$ cat config.mk
export PLATFORM = sky130hd
export DESIGN_NAME = sorted_table_lower_bound_search
export DESIGN_NICKNAME = d
export VERILOG_FILES = /design/src/stlb_pkg.sv /design/src/stlb_ram.sv /design/src/stlb_datapath.sv /design/src/stlb_ctrl.sv /design/src/sorted_table_lower_bound_search.sv
export SDC_FILE = /design/constraint.sdc
export NUM_CORES = 1
export LEC_CHECK = 0
export BUFFER_PORTS_ARGS = -buffer_cell sky130_fd_sc_hd__buf_4
export CAP_MARGIN = 20
export CELL_PAD_IN_SITES_DETAIL_PLACEMENT = 1
export CELL_PAD_IN_SITES_GLOBAL_PLACEMENT = 1
export CORE_ASPECT_RATIO = 0.5
export CORE_MARGIN = 3
export CORE_UTILIZATION = 35
export CTS_CLUSTER_DIAMETER = 50
export DETAILED_ROUTE_END_ITERATION = 10
export GPL_ROUTABILITY_DRIVEN = 0
export MAX_ROUTING_LAYER = met4
export PLACE_DENSITY = 0.64
export SYNTH_ARGS = -nofsm -noshare
export SYNTH_HDL_FRONTEND = slang
export SYNTH_HIERARCHICAL = 1
export SYNTH_SLANG_ARGS = --single-unit
$ cat constraint.sdc
create_clock -name clk -period 5.71 [get_ports clk]
set_input_delay 0.571 -clock clk [delete_from_list [all_inputs] [get_ports clk]]
set_output_delay 0.571 -clock clk [all_outputs]
set_load 0.02 [all_outputs]
$ cat src/stlb_pkg.sv
// Shared command codes and controller/datapath interface types for the table search block.
package stlb_pkg;

  // Command field codes
  localparam logic CMD_WRITE  = 1'b0;
  localparam logic CMD_SEARCH = 1'b1;

  // Controller to datapath commands
  typedef struct packed {
    logic write;        // store entry_value at entry_index
    logic load;         // latch key and saturated range
    logic probe_first;  // issue first table read from the range registers
    logic probe_step;   // compare read data, narrow range, issue next read
    logic emit;         // load the output register
    logic emit_step;    // output source: 1 = narrowed upper end, 0 = hi register
  } dp_cmd_t;

  // Datapath to controller status
  typedef struct packed {
    logic empty_range;  // lo >= hi in the range registers
    logic done_step;    // narrowed range is empty after this probe
    logic out_busy;     // output register holds an item that is stalled
  } dp_stat_t;

endpackage

$ cat src/stlb_ram.sv
// Generic simple dual-port RAM with one write port and a registered read port.
module stlb_ram #(
  parameter int WIDTH = 16,
  parameter int DEPTH = 64
) (
  input  logic                     clk,
  input  logic                     we,
  input  logic [$clog2(DEPTH)-1:0] waddr,
  input  logic [WIDTH-1:0]         wdata,
  input  logic                     re,
  input  logic [$clog2(DEPTH)-1:0] raddr,
  output logic [WIDTH-1:0]         rdata
);

  logic [WIDTH-1:0] mem [DEPTH];

  // Write and registered read
  always_ff @(posedge clk) begin
    if (we) begin
      mem[waddr] <= wdata;
    end
    if (re) begin
      rdata <= mem[raddr];
    end
  end

endmodule

$ cat src/stlb_datapath.sv
// Datapath: table RAM, range registers, probe compare and output register.
module stlb_datapath #(
  parameter int TABLE_DEPTH = 64
) (
  input  logic             clk,
  input  logic             rst,
  input  stlb_pkg::dp_cmd_t  cmd,
  output stlb_pkg::dp_stat_t stat,
  input  logic [5:0]       entry_index,
  input  logic [15:0]      entry_value,
  input  logic [15:0]      search_key,
  input  logic [6:0]       range_low,
  input  logic [6:0]       range_high,
  output logic             out_valid,
  input  logic             out_stall,
  output logic [6:0]       found_position
);
  import stlb_pkg::*;

  localparam int AW = $clog2(TABLE_DEPTH);
  localparam int PW = $clog2(TABLE_DEPTH + 1);
  localparam int IW = (PW > 6) ? PW : 6;
  localparam int CW = (PW > 7) ? PW : 7;
  localparam logic [IW-1:0] DEPTH_I = IW'(TABLE_DEPTH);
  localparam logic [CW-1:0] DEPTH_C = CW'(TABLE_DEPTH);

  logic [15:0]   key;
  logic [PW-1:0] lo;
  logic [PW-1:0] hi;
  logic [AW-1:0] mid;
  logic [15:0]   rdata;

  logic [IW-1:0] idx_ext;
  logic          wr_en;
  logic [CW-1:0] low_ext;
  logic [CW-1:0] high_ext;
  logic [PW-1:0] lo_sat;
  logic [PW-1:0] hi_sat;
  logic [PW:0]   sum_first;
  logic [AW-1:0] mid_first;
  logic [PW-1:0] mid_pos;
  logic [PW-1:0] lo_next;
  logic [PW-1:0] hi_next;
  logic [PW:0]   sum_next;
  logic [AW-1:0] mid_next;
  logic          rd_en;
  logic [AW-1:0] rd_addr;
  logic [PW-1:0] res_pos;
  logic [CW-1:0] res_ext;

  // Drop writes beyond the table
  assign idx_ext = IW'(entry_index);
  assign wr_en   = cmd.write && (idx_ext < DEPTH_I);

  // Saturate range ends to the table depth
  assign low_ext  = CW'(range_low);
  assign high_ext = CW'(range_high);
  always_comb begin
    lo_sat = (low_ext > DEPTH_C) ? PW'(TABLE_DEPTH) : low_ext[PW-1:0];
    hi_sat = (high_ext > DEPTH_C) ? PW'(TABLE_DEPTH) : high_ext[PW-1:0];
  end

  // Midpoint of the held range
  assign sum_first = {1'b0, lo} + {1'b0, hi};
  assign mid_first = sum_first[AW:1];

  // Narrow the range by the probed entry, then take the next midpoint
  assign mid_pos = PW'(mid);
  always_comb begin
    if (rdata < key) begin
      lo_next = mid_pos + PW'(1);
      hi_next = hi;
    end else begin
      lo_next = lo;
      hi_next = mid_pos;
    end
  end
  assign sum_next = {1'b0, lo_next} + {1'b0, hi_next};
  assign mid_next = sum_next[AW:1];

  assign rd_en   = cmd.probe_first || cmd.probe_step;
  assign rd_addr = cmd.probe_step ? mid_next : mid_first;

  stlb_ram #(
    .WIDTH (16),
    .DEPTH (TABLE_DEPTH)
  ) u_ram (
    .clk   (clk),
    .we    (wr_en),
    .waddr (idx_ext[AW-1:0]),
    .wdata (entry_value),
    .re    (rd_en),
    .raddr (rd_addr),
    .rdata (rdata)
  );

  // Range and probe registers
  always_ff @(posedge clk) begin
    if (cmd.load) begin
      key <= search_key;
      lo  <= lo_sat;
      hi  <= hi_sat;
    end else if (cmd.probe_step) begin
      lo <= lo_next;
      hi <= hi_next;
    end
    if (rd_en) begin
      mid <= rd_addr;
    end
  end

  // Output register
  assign res_pos = cmd.emit_step ? hi_next : hi;
  assign res_ext = CW'(res_pos);
  always_ff @(posedge clk) begin
    if (rst) begin
      out_valid <= 1'b0;
    end else if (cmd.emit) begin
      out_valid <= 1'b1;
    end else if (!out_stall) begin
      out_valid <= 1'b0;
    end
    if (cmd.emit) begin
      found_position <= res_ext[6:0];
    end
  end

  assign stat.empty_range = !(lo < hi);
  assign stat.done_step   = !(lo_next < hi_next);
  assign stat.out_busy    = out_valid && out_stall;

endmodule

$ cat src/stlb_ctrl.sv
// Controller: state machine that sequences writes, range setup and table probes.
module stlb_ctrl (
  input  logic               clk,
  input  logic               rst,
  input  logic               in_valid,
  output logic               in_stall,
  input  logic               command,
  input  stlb_pkg::dp_stat_t stat,
  output stlb_pkg::dp_cmd_t  cmd
);
  import stlb_pkg::*;

  typedef enum logic [1:0] {
    ST_IDLE,
    ST_CHECK,
    ST_PROBE,
    ST_HOLD
  } state_t;

  state_t state;
  state_t state_next;
  logic   accept;

  assign in_stall = (state != ST_IDLE);
  assign accept   = in_valid && (state == ST_IDLE);

  // Next state and datapath commands
  always_comb begin
    state_next = state;
    cmd        = '0;
    case (state)
      ST_IDLE: begin
        if (accept) begin
          if (command == CMD_SEARCH) begin
            cmd.load   = 1'b1;
            state_next = ST_CHECK;
          end else begin
            cmd.write = 1'b1;
          end
        end
      end
      ST_CHECK: begin
        if (stat.empty_range) begin
          if (!stat.out_busy) begin
            cmd.emit   = 1'b1;
            state_next = ST_IDLE;
          end else begin
            state_next = ST_HOLD;
          end
        end else begin
          cmd.probe_first = 1'b1;
          state_next      = ST_PROBE;
        end
      end
      ST_PROBE: begin
        cmd.probe_step = 1'b1;
        if (stat.done_step) begin
          if (!stat.out_busy) begin
            cmd.emit      = 1'b1;
            cmd.emit_step = 1'b1;
            state_next    = ST_IDLE;
          end else begin
            state_next = ST_HOLD;
          end
        end
      end
      ST_HOLD: begin
        if (!stat.out_busy) begin
          cmd.emit   = 1'b1;
          state_next = ST_IDLE;
        end
      end
      default: begin
        state_next = ST_IDLE;
      end
    endcase
  end

  // State register
  always_ff @(posedge clk) begin
    if (rst) begin
      state <= ST_IDLE;
    end else begin
      state <= state_next;
    end
  end

endmodule

$ cat src/sorted_table_lower_bound_search.sv
// Top level of the sorted-table lower-bound search block.
//
// Input channel (in_valid / in_stall) carries one command item. A write item
// (command = 0) stores entry_value at entry_index and gives no
// result; indexes at or beyond TABLE_DEPTH are dropped. A search item
// (command = 1) returns on the output channel the first position in
// [range_low, range_high) whose entry is not less than search_key, or the
// upper end when none is; both ends are saturated to TABLE_DEPTH.
// A search has a setup step that checks the range, then probes the table one
// entry at a time through the single read port of the table RAM, so a range of
// n entries needs floor(log2(n))+1 probes at most; the result is then
// registered, or held in the controller until the output register frees.
// The block takes one item at a time; in_stall is high while a search runs,
// so the next item is taken only after the search ends, and in the cycle
// after a write.
// The output register lets a new item in while a result waits; if the
// receiver still stalls when the next search ends, that search holds until
// the register frees. Reset clears the controller and the output valid; the
// table contents are undefined until written.
module sorted_table_lower_bound_search #(
  parameter int TABLE_DEPTH = 64
) (
  input  logic        clk,
  input  logic        rst,
  input  logic        in_valid,
  output logic        in_stall,
  input  logic        command,
  input  logic [5:0]  entry_index,
  input  logic [15:0] entry_value,
  input  logic [15:0] search_key,
  input  logic [6:0]  range_low,
  input  logic [6:0]  range_high,
  output logic        out_valid,
  input  logic        out_stall,
  output logic [6:0]  found_position
);
  import stlb_pkg::*;

  dp_cmd_t  cmd;
  dp_stat_t stat;

  stlb_ctrl u_ctrl (
    .clk      (clk),
    .rst      (rst),
    .in_valid (in_valid),
    .in_stall (in_stall),
    .command  (command),
    .stat     (stat),
    .cmd      (cmd)
  );

  stlb_datapath #(
    .TABLE_DEPTH (TABLE_DEPTH)
  ) u_dp (
    .clk            (clk),
    .rst            (rst),
    .cmd            (cmd),
    .stat           (stat),
    .entry_index    (entry_index),
    .entry_value    (entry_value),
    .search_key     (search_key),
    .range_low      (range_low),
    .range_high     (range_high),
    .out_valid      (out_valid),
    .out_stall      (out_stall),
    .found_position (found_position)
  );

endmodule

# After elaboration in Yosys (flattened, before gate mapping)
# Memories as Yosys holds them, arrays and structs flattened. A register that Yosys moved wholly into a read port is not among the register bits.
# Index checks and enable logic that the tools add are counted.
[classes]
n_bitwise = 0
reduce_logical = 8
add_sub_neg = 3
n_mux = 34
shifts = 0
n_lt_le_gt_ge = 6
div = 0
n_eq_ne = 8
mul = 0
[ops]
columns = ["op", "count"]
rows = [
  ["7-bit 2-to-1 mux", 9],
  ["2-bit 2-to-1 mux", 10],
  ["16-bit less-than comparator", 1],
  ["7-bit adder", 2],
  ["7-bit > comparator, second input constant", 2],
  ["7-bit less-than comparator", 2],
  ["1-bit 2-to-1 mux", 12],
  ["2-bit case mux with 4 select lines", 1],
  ["6-bit by 1-bit adder with 7-bit output, second input constant", 1],
  ["6-bit by 7-bit less-than comparator with 1-bit output, second input constant", 1],
  ["6-bit 2-to-1 mux", 1],
  ["2-bit != test, second input constant", 3],
  ["2-bit equality test, second input constant", 2],
  ["2-bit by 1-bit != test with 1-bit output, second input constant", 2],
  ["4-bit AND reduction", 1],
  ["2-bit nonzero test", 2],
  ["1-bit logical AND", 3],
  ["1-bit case mux with 3 select lines", 1],
  ["2-bit by 1-bit equality test with 1-bit output, second input constant", 1],
  ["2-bit logical NOT", 1],
  ["1-bit logical OR", 1],
]
[word_totals]
out_inout_bits = 9
input_bits = 57
latchBits = 0
mem_count = 1
ram_bits = 1024
word_cells = 67
mem_bits_ro = 0
ff_bits = 46
[memory_table]
columns = ["memory", "depth", "width", "read_ports", "rd_clocked_by_memory_dff", "wr", "line", "source"]
rows = [
  ["u_dp.u_ram.mem", 64, 16, 1, 1, 1, "stlb_ram.sv:15", "logic [WIDTH-1:0] mem [DEPTH];"],
]

# Depth between registers and ports, before layout
# Gate-level depths: netlist (run 1).
[logic_depth]
depth_word = 7
ltp_mapped = 23
ltp_nobuf = 19

# Modules after synthesis
# The synthesis (run 1) kept the hierarchy.
[modules_own_cells]
columns = ["mod", "instances", "seq_area_each_um2", "area_per_inst_um2", "cells_per_inst"]
rows = [
  ["stlb_ram", 1, 31230.0, 40202.3, 1829],
  ["stlb_datapath", 1, 1311.3, 3161.8, 296],
  ["stlb_ctrl", 1, 40.0, 166.4, 19],
]

# Least setup slack after synthesis (run 1)
# No wires, ideal clock.
[synth_path]
kind = "register -> register"
startpoint = "register u_dp.u_ram.rdata[11] (read register of u_dp.u_ram.mem)"
endpoint = "register u_dp.u_ram.rdata[0] (read register of u_dp.u_ram.mem) (data pin)"
arrival_time_ns = 4.766
t_required_ns = 5.431
path_stages_with_launch = 20
synth_period_minus_slack_ns = 5.045
n_path_buf = 3
slack_ns = 0.665
setup_time_ns = 0.279
path_cell_list = "edfxtp_1 > ha_1 > a21oi_1 > o21ai_0 > a22oi_1 > and2_4 > buf_12 > mux2_2 > ha_1 > a31o_2 > a21o_1 > a21o_2 > a21o_1 > a31oi_1 > buf_2 > clkbuf_1 > mux4_2 > mux2_2 > a221oi_1 > a311oi_1"
[synth_via]
elab_chain_cells = 4
elab_cells_between_ends = 5
cone_classes = "add/sub: 1; order compare: 1; mux: 3"
[synth_lines]
columns = ["item", "line", "source"]
rows = [
  ["from (decl)", "stlb_ram.sv:12", "output logic [WIDTH-1:0] rdata"],
  ["16-bit less-than comparator *", "stlb_datapath.sv:70", "if (rdata < key) begin"],
  ["7-bit 2-to-1 mux", "stlb_datapath.sv:70", ""],
  ["7-bit adder *", "stlb_datapath.sv:78", "assign sum_next = {1'b0, lo_next} + {1'b0, hi_next};"],
  ["6-bit 2-to-1 mux *", "stlb_datapath.sv:82", "assign rd_addr = cmd.probe_step ? mid_next : mid_first;"],
  ["net u_dp.rd_addr[2]", "stlb_datapath.sv:47", "logic [AW-1:0] rd_addr;"],
]
# Mark *: on every way through the listed nets, which the timed path passes. The rest lies on a longest branch.
# A chain may end at the register's enable or synchronous reset.

# Worst setup path in the final report (run 1)
[layout_path]
startpoint = "register u_dp.u_ram.rdata[1] (read register of u_dp.u_ram.mem)"
endpoint = "register u_dp.u_ram.rdata[2] (read register of u_dp.u_ram.mem) (data pin)"
# Same word-level chain as after synthesis.

==> results of run 1 <==
final cells by class:
cell class / count / area share, %
Clock inverter: 64 / 1.27
Antenna cell: 5 / 0.0249
Multi-Input combinational cell: 908 / 20.3
Inverter: 40 / 0.298
Timing Repair Buffer: 227 / 3.78
Sequential cell: 1086 / 64.7
Clock buffer: 126 / 5.50
Tap cell: 1656 / 4.12
what timing repair did:
| item | CTS | global route |
|---|---|---|
| resized for setup | 6 | 16 |
| cloned | 0 | 0 |
| endpoints found under the hold margin | 0 | 0 |
| endpoints found under the setup margin | 4 | 12 |
| pin swaps | 0 | 2 |
| setup buffers | 0 | 2 |
synth_stat cells (all sizes together) (9+ instances only):
cell / n
a21oi: 43
nand3: 36
buf: 79
mux2i: 93
a31oi: 10
o21ai: 26
mux2: 36
edfxtp: 1083
a22oi: 40
clkbuf: 31
a221oi: 16
inv: 40
xnor2: 10
a211oi: 9
mux4: 224
nor2b: 37
ha: 38
nand4: 17
nor2: 83
nand2: 78
metal layers:
layer	vias up	GRT usage [%]
met1	11914	24.5
met5	-	-
li1	9294	-
met2	691	27.6
met4	0	4.00
met3	153	3.84
registers in the layout, indices dropped and copies added, names as in the netlist:
signal               flops
u_dp/mid                 6
u_ctrl/state             2
u_dp/u_ram/rdata        16
u_dp/out_valid           1
u_dp/key                16
u_dp/lo                  7
u_dp/hi                  7
u_dp/u_ram/mem        1024
u_dp/found_position      7
final timing paths:
kind | to | startpoint | cells past startpoint | slack, ns
max | u_dp/u_ram/rdata[2] | u_dp/u_ram/rdata[1] | 19 | 0.14
min | u_dp/key[10] | search_key[10] | 1 | 0.06
max reg2reg | u_dp/u_ram/rdata[2] | u_dp/u_ram/rdata[1] | 19 | 0.14
min reg2reg | u_dp/found_position[6] | u_dp/hi[6] | 2 | 0.64
logic make-up (layout without fill, tap and decap cells):
family	Yosys count	after routing	share of synthesized area, %
AO/OA/AOI/OAI	206	206	3.43
other	0	5	0
adder cells (fa/ha/maj)	40	40	1.18
XOR/XNOR	11	11	0.221
multiplexers	353	353	14.7
flip-flops	1086	1086	74.8
buffers and inverters	150	457	2.14
AND/OR/NAND/NOR	298	298	3.44
worst max-delay path, cell delays in order (launching register included):
cell and delay, ns:
edfxtp_1 0.40, ha_1 0.29, a2111o_1 0.40, a31oi_4 0.32
and2_4 0.20, mux2_2 0.37, ha_1 0.34, a31o_2 0.24
a21o_1 0.21, a21o_2 0.20, a21o_1 0.20, a31oi_4 0.20
buf_12 0.22, buf_12 0.31, nor2b_1 0.25, buf_4 0.18
a22oi_1 0.09, a41oi_1 0.23, o21ai_0 0.26, and4_1 0.31
layout by cell type (no fill, tap or decap), types with 36 or more instances in the layout:
cell type / n
nand2_1: 76
buf_4: 209
mux4_2: 220
nor2b_1: 37
a22oi_1: 40
clkbuf_16: 108
edfxtp_1: 1083
nor2_1: 75
nand3_1: 36
mux2i_1: 82
a21oi_1: 43
ha_1: 38
inv_1: 40
report_power, final:
| group | internal [W] | switching, W |
|---|---|---|
| logic | 0.00257 | 0.00345 |
| registers | 0.00890 | 0.0000434 |
| clock network | 0.00393 | 0.00302 |
stage by stage:
stage	setup TNS (ns)	std cells	area, um2	worst slack [ns]	utilization, %
6_report	0	4112	50300	0.140	41.3
5_1_grt	-0.0812	4109	50300	-0.0453	41.3
4_1_cts	0	4104	50200	0.0164	41.2
3_5_place_dp	-0.312	3914	46800	-0.142	38.3
3_3_place_gp	-0.118	3913	46800	-0.0709	38.3
2_1_floorplan	0	2144	43500	0.665	-
==> flow_summary.json, run 1 <==
{
  "synth_top_area_share_pct": 74.7,
  "clkTransAtPathRegs_ns": 0.06,
  "async_flop_share_pct": 0,
  "drc_errors": 0,
  "ir_drop_mv": 0.262,
  "syn_inst": 2144,
  "cts_buffers": 107,
  "synth_edf_count": 1083,
  "multi_input_area_um2": 10200,
  "setup_viol": 0,
  "fin_crit_ns": 5.57,
  "numClockSinks": 1086,
  "drtIter0Drc": 2196,
  "grt_pass1_wl_mm": 165,
  "relSlewSlack_pct": 26.1,
  "worst_pin_slew_ns": 1.11,
  "yosys.area.top_type": "edfxtp_1",
  "clock.fmax_ghz": 0.180,
  "ys_top_cells_by_area": "edfxtp_1 (75%), mux4_2 (11%), mux2i_1 (2.1%)",
  "ys.flop_type": "edfxtp_1",
  "dr.pass1.iters": 5,
  "dr.max_layer_used": "met4",
  "core_area_um2": 122000,
  "insertion_delay_ns": 0.71,
  "maxSlewViolCount": 0,
  "cp-start-kind": "flip-flop",
  "finalClockSkew_ns": 0.0227,
  "arrival_ns": 6.00,
  "die_h_um": 255,
  "rsz0062_at_grt": "true",
  "antenna_found_initial": 6,
  "synth_area_per_cell_um2": 20.3,
  "wl_met2_mm": 53.4,
  "start_util_pct": 35.7,
  "seq_area_frac_synth_pct": 74.8,
  "cts_tree": "done",
  "power.total_w": 0.0219,
  "via_per_inst": 5.36,
  "yosys_warnings": 6,
  "fp.dieW_um": 505,
  "seq_area_um2": 32600,
  "critPathKind": "flip-flop to flip-flop",
  "fill_cells": 11580,
  "whs_ns": 0.0601,
  "io_buffers": 65,
  "met1_length_mm": 49.7,
  "ys_seq_elements": 1086,
  "wirelength_mm": 113,
  "path_max_fanout": 47,
  "required_ns": 6.14,
  "htree_levels": 3,
  "dpl.hpwl_mm": 70.0,
  "grt_max_degree": 65,
  "endpoint_kind": "flip-flop",
  "ios": 66,
  "syn_to_final_growth_pct": 15.7,
  "ctsLongestPathBuffers": 3,
  "num_rows": 90,
  "netlist_area_um2": 43500,
  "drive_gt1_share_pct": 27.8,
  "cts-hold-fix-buffers": 0,
  "die_area_um2": 129000,
  "antenna_left": 0,
  "power_density_nw_per_um2": 435,
  "fin_crit_sh_pct": 97.6,
  "hold_viol": 0,
  "hp-class": "primary input to flip-flop",
  "wl_met3_mm": 7.34,
  "synth_fp_nets": 2241,
  "clockRootBuffer": "clkbuf_16",
  "maxCapViolCount": 0,
  "vias": 22052,
  "grt_pass1_vias": 23127,
  "synth_cell_types": 78,
  "grt-ovfl-total": 0,
  "nNetsFinal": 2467,
  "globalRouteTotalUtil_pct": 17.9,
  "status": "finished, final reports clean",
  "wl_per_cell_um": 27.5,
  "leakage_nw": 16.2
}
(Power assumes the default switching activity.)
==> inputs of run 2 (changes only) <==
--- a/config.mk
+++ b/config.mk
@@ -16,8 +16,7 @@
 export DETAILED_ROUTE_END_ITERATION = 10
 export GPL_ROUTABILITY_DRIVEN = 0
 export MAX_ROUTING_LAYER = met4
-export PLACE_DENSITY = 0.64
+export PLACE_DENSITY = 0.66
 export SYNTH_ARGS = -nofsm -noshare
 export SYNTH_HDL_FRONTEND = slang
-export SYNTH_HIERARCHICAL = 1
 export SYNTH_SLANG_ARGS = --single-unit
==> run 2 against run 1 <==
Largest cell class unchanged; maximum frequency shrank 0.89%; non-clock buffer count rose by 83; critical path type unchanged; via count rose by 30%; core utilization is 0.46 points higher.
==> flow_summary.json, run 2 <==
{
  "status": "finished, final reports clean",
  "ios": 66,
  "critPathKind": "flip-flop to flip-flop",
  "wirelength_mm": 137,
  "hp-class": "primary input to flip-flop",
  "insertion_delay_ns": 0.72,
  "power.total_w": 0.0246,
  "synth_top_cells_by_count": "edfxtp_1 (1083), nand2_1 (560), a211oi_1 (369)",
  "largest_reg_flops": 1024,
  "fin_crit_sh_pct": 98.4,
  "power_density_nw_per_um2": 473,
  "yosys.area.top_type": "edfxtp_1",
  "cp-start-kind": "flip-flop",
  "wl_per_cell_um": 26.9,
  "largestRegisters": "u_dp.u_ram.mem (1024), u_dp.key (16), u_dp.u_ram.rdata (16)",
  "die_h_um": 258,
  "endpoint_kind": "flip-flop",
  "instances_no_fill": 5101,
  "fill_cells": 12610,
  "finalClockSkew_ns": 0.0392,
  "final_common_cell": "edfxtp_1",
  "yosys_warnings": 0,
  "whs_ns": 0.0554,
  "muxShareOfSynthArea_pct": 0.155,
  "grt_pass1_vias": 29215,
  "worst_pin_slew_ns": 0.958,
  "leakage_nw": 16.9,
  "startpoint": "u_dp.key[1]",
  "place_inst": 4895,
  "io_buffers": 65,
  "grt_pass1_wl_mm": 201,
  "worst_r2r_startpoint": "u_dp.key[1]",
  "clockRootBuffer": "clkbuf_16",
  "core_area_um2": 125000,
  "syn_to_final_growth_pct": 17.2,
  "relSlewSlack_pct": 36.1,
  "seq_area_frac_synth_pct": 73.4,
  "antenna_left": 0,
  "dr.pass1.iters": 5,
  "top_register": "u_dp.u_ram.mem",
  "num_rows": 91,
  "synth.most_common_cell": "edfxtp_1",
  "dpl.hpwl_mm": 81.9,
  "start_util_pct": 35.6,
  "nNetsFinal": 3433,
  "synth-xor-area-share_pct": 0.217,
  "drtIter0Drc": 3178,
  "ir_drop_mv": 0.340,
  "syn_inst": 3147,
  "synth_compound_area_share_pct": 12.3,
  "netlist_area_um2": 44400,
  "ys_top_cells_by_area": "edfxtp_1 (73%), a211oi_1 (6.2%), nand2_1 (4.7%)",
  "globalRouteTotalUtil_pct": 21.2,
  "layout_common_cells": "edfxtp_1 (1083), nand2_1 (560), a211oi_1 (347)",
  "synth_area_per_cell_um2": 14.1,
  "synth_cell_types": 56,
  "grt_max_degree": 66,
  "hp-start": "search_key[5]",
  "antenna_found_initial": 9,
  "fin_crit_ns": 5.62,
  "rsz0062_at_grt": "true",
  "die_area_um2": 131000,
  "synth_edf_count": 1083,
  "maxSlewViolCount": 0,
  "ys_seq_elements": 1086,
  "path_max_fanout": 12,
  "maxCapViolCount": 0,
  "arrival_ns": 6.20,
  "htree_levels": 3,
  "hold_viol": 0,
  "ctsLongestPathBuffers": 3,
  "fp.dieW_um": 510,
  "grt-ovfl-total": 0,
  "synthAdderAreaFrac_pct": 1.14,
  "yosys.area_share.simple_pct": 10.3,
  "setup_viol": 0,
  "async_flop_share_pct": 0,
  "clock.fmax_ghz": 0.178,
  "synth_top_area_share_pct": 73.3,
  "drc_errors": 0,
  "synth_fp_nets": 3244,
  "cts_tree": "done",
  "vias": 28560,
  "numClockSinks": 1086,
  "synth_top_family_by_area": "compound AO/OA/AOI/OAI gates",
  "required_ns": 6.29,
  "drive_gt1_share_pct": 15.0,
  "via_per_inst": 5.60,
  "cts_buffers": 104,
  "clkTransAtPathRegs_ns": 0.06,
  "ys.flop_type": "edfxtp_1"
}
==> run 2: cell types whose count changed in the layout (fill, tap and decap cells not counted), moves of 28 or more <==
cell and change:
a211oi_1 +339, a22oi_1 -40, a311oi_1 +103, a31oi_1 +126, and2_0 +39, and2_1 +216, buf_4 +61, mux2_2 -30
mux2i_1 -82, mux4_2 -220, nand2_1 +484, nand3_1 -28, nor2b_1 -32
==> run 2: stage by stage <==
stage               area (um2)  util (%)  setup WS (ns)  setup TNS (ns)
floorplan                44400         -           1.04               0
global placement         48300      38.7         -0.534           -5.70
detailed placement       48300      38.8         -0.610           -6.23
CTS                      51700      41.5         0.0158               0
global route             52000      41.7        -0.0985          -0.561
finish                   52000      41.7         0.0895               0
==> run 2: final timing paths <==
path | to | slack, ns | cells past startpoint
max | u_dp.u_ram.rdata[10] | 0.09 | 22
min | u_dp.key[5] | 0.06 | 1
max reg2reg | u_dp.u_ram.rdata[10] | 0.09 | 22
min reg2reg | u_ctrl.state[0] | 0.60 | 2
==> run 2: power by group <==
group / switching, W / internal, W / leakage [nW]
Clock: 0.00309 / 0.00367 / 1.58
Sequential: 0.0000502 / 0.00893 / 9.78
Combinational: 0.00580 / 0.00305 / 5.58
==> run 2: area by class of cell <==
| class | count | area, um2 | share of cell area [%] |
|---|---|---|---|
| antenna | 5 | 12.5 | 0.0241 |
| clock buffer | 126 | 2710 | 5.21 |
| timing repair buffer | 310 | 2810 | 5.40 |
| inverter | 38 | 150 | 0.289 |
| sequential | 1086 | 32600 | 62.7 |
| multi-input combinational | 1796 | 11100 | 21.3 |
| tap | 1674 | 2090 | 4.03 |
| clock inverter | 66 | 559 | 1.08 |
==> run 2: logic make-up after synthesis <==
family,after synthesis
AOI/OAI and AO/OA,747
xor gates and xnor gates,11
adders and majority gates,40
buffers and inverters,265
DFF,1086
muxes,6
and+or+nand+nor,992
==> run 2: routing by layer <==
layer  track usage [%]  vias to the layer above  share of wire (%)
met5                 -                        -                  0
met4              5.61                        0                2.7
met1              29.3                    14939                 44
met2              32.8                      945                 47
met3              3.18                      213                6.6
li1                  -                    12463                  -
==> run 2: what timing repair did <==
| item | in CTS | in global routing |
|---|---|---|
| setup endpoints to repair | 16 | 16 |
| gates resized for setup | 21 | 37 |
| buffers inserted | 0 | 6 |
| endpoints found under the hold margin | 3 | 0 |
| pin swaps | 0 | 1 |
| cloned | 0 | 0 |
| hold buffers | 3 | 0 |
==> run 2: worst max-delay path, cell delays in order (launching register included) <==
cell and delay (ns):
edfxtp_1 0.40, inv_1 0.09, ha_1 0.24, a2111oi_2 0.41, o41a_1 0.38, nand2_1 0.22
nor2_1 0.17, a21o_1 0.16, inv_1 0.08, ha_1 0.32, inv_1 0.06, ha_1 0.17
nor2_1 0.17, o21bai_1 0.09, a21o_1 0.21, a221oi_1 0.31, xnor2_1 0.13, mux2i_2 0.30
or2_4 0.35, buf_4 0.38, a211oi_4 0.11, nor4_2 0.47, a22o_1 0.20
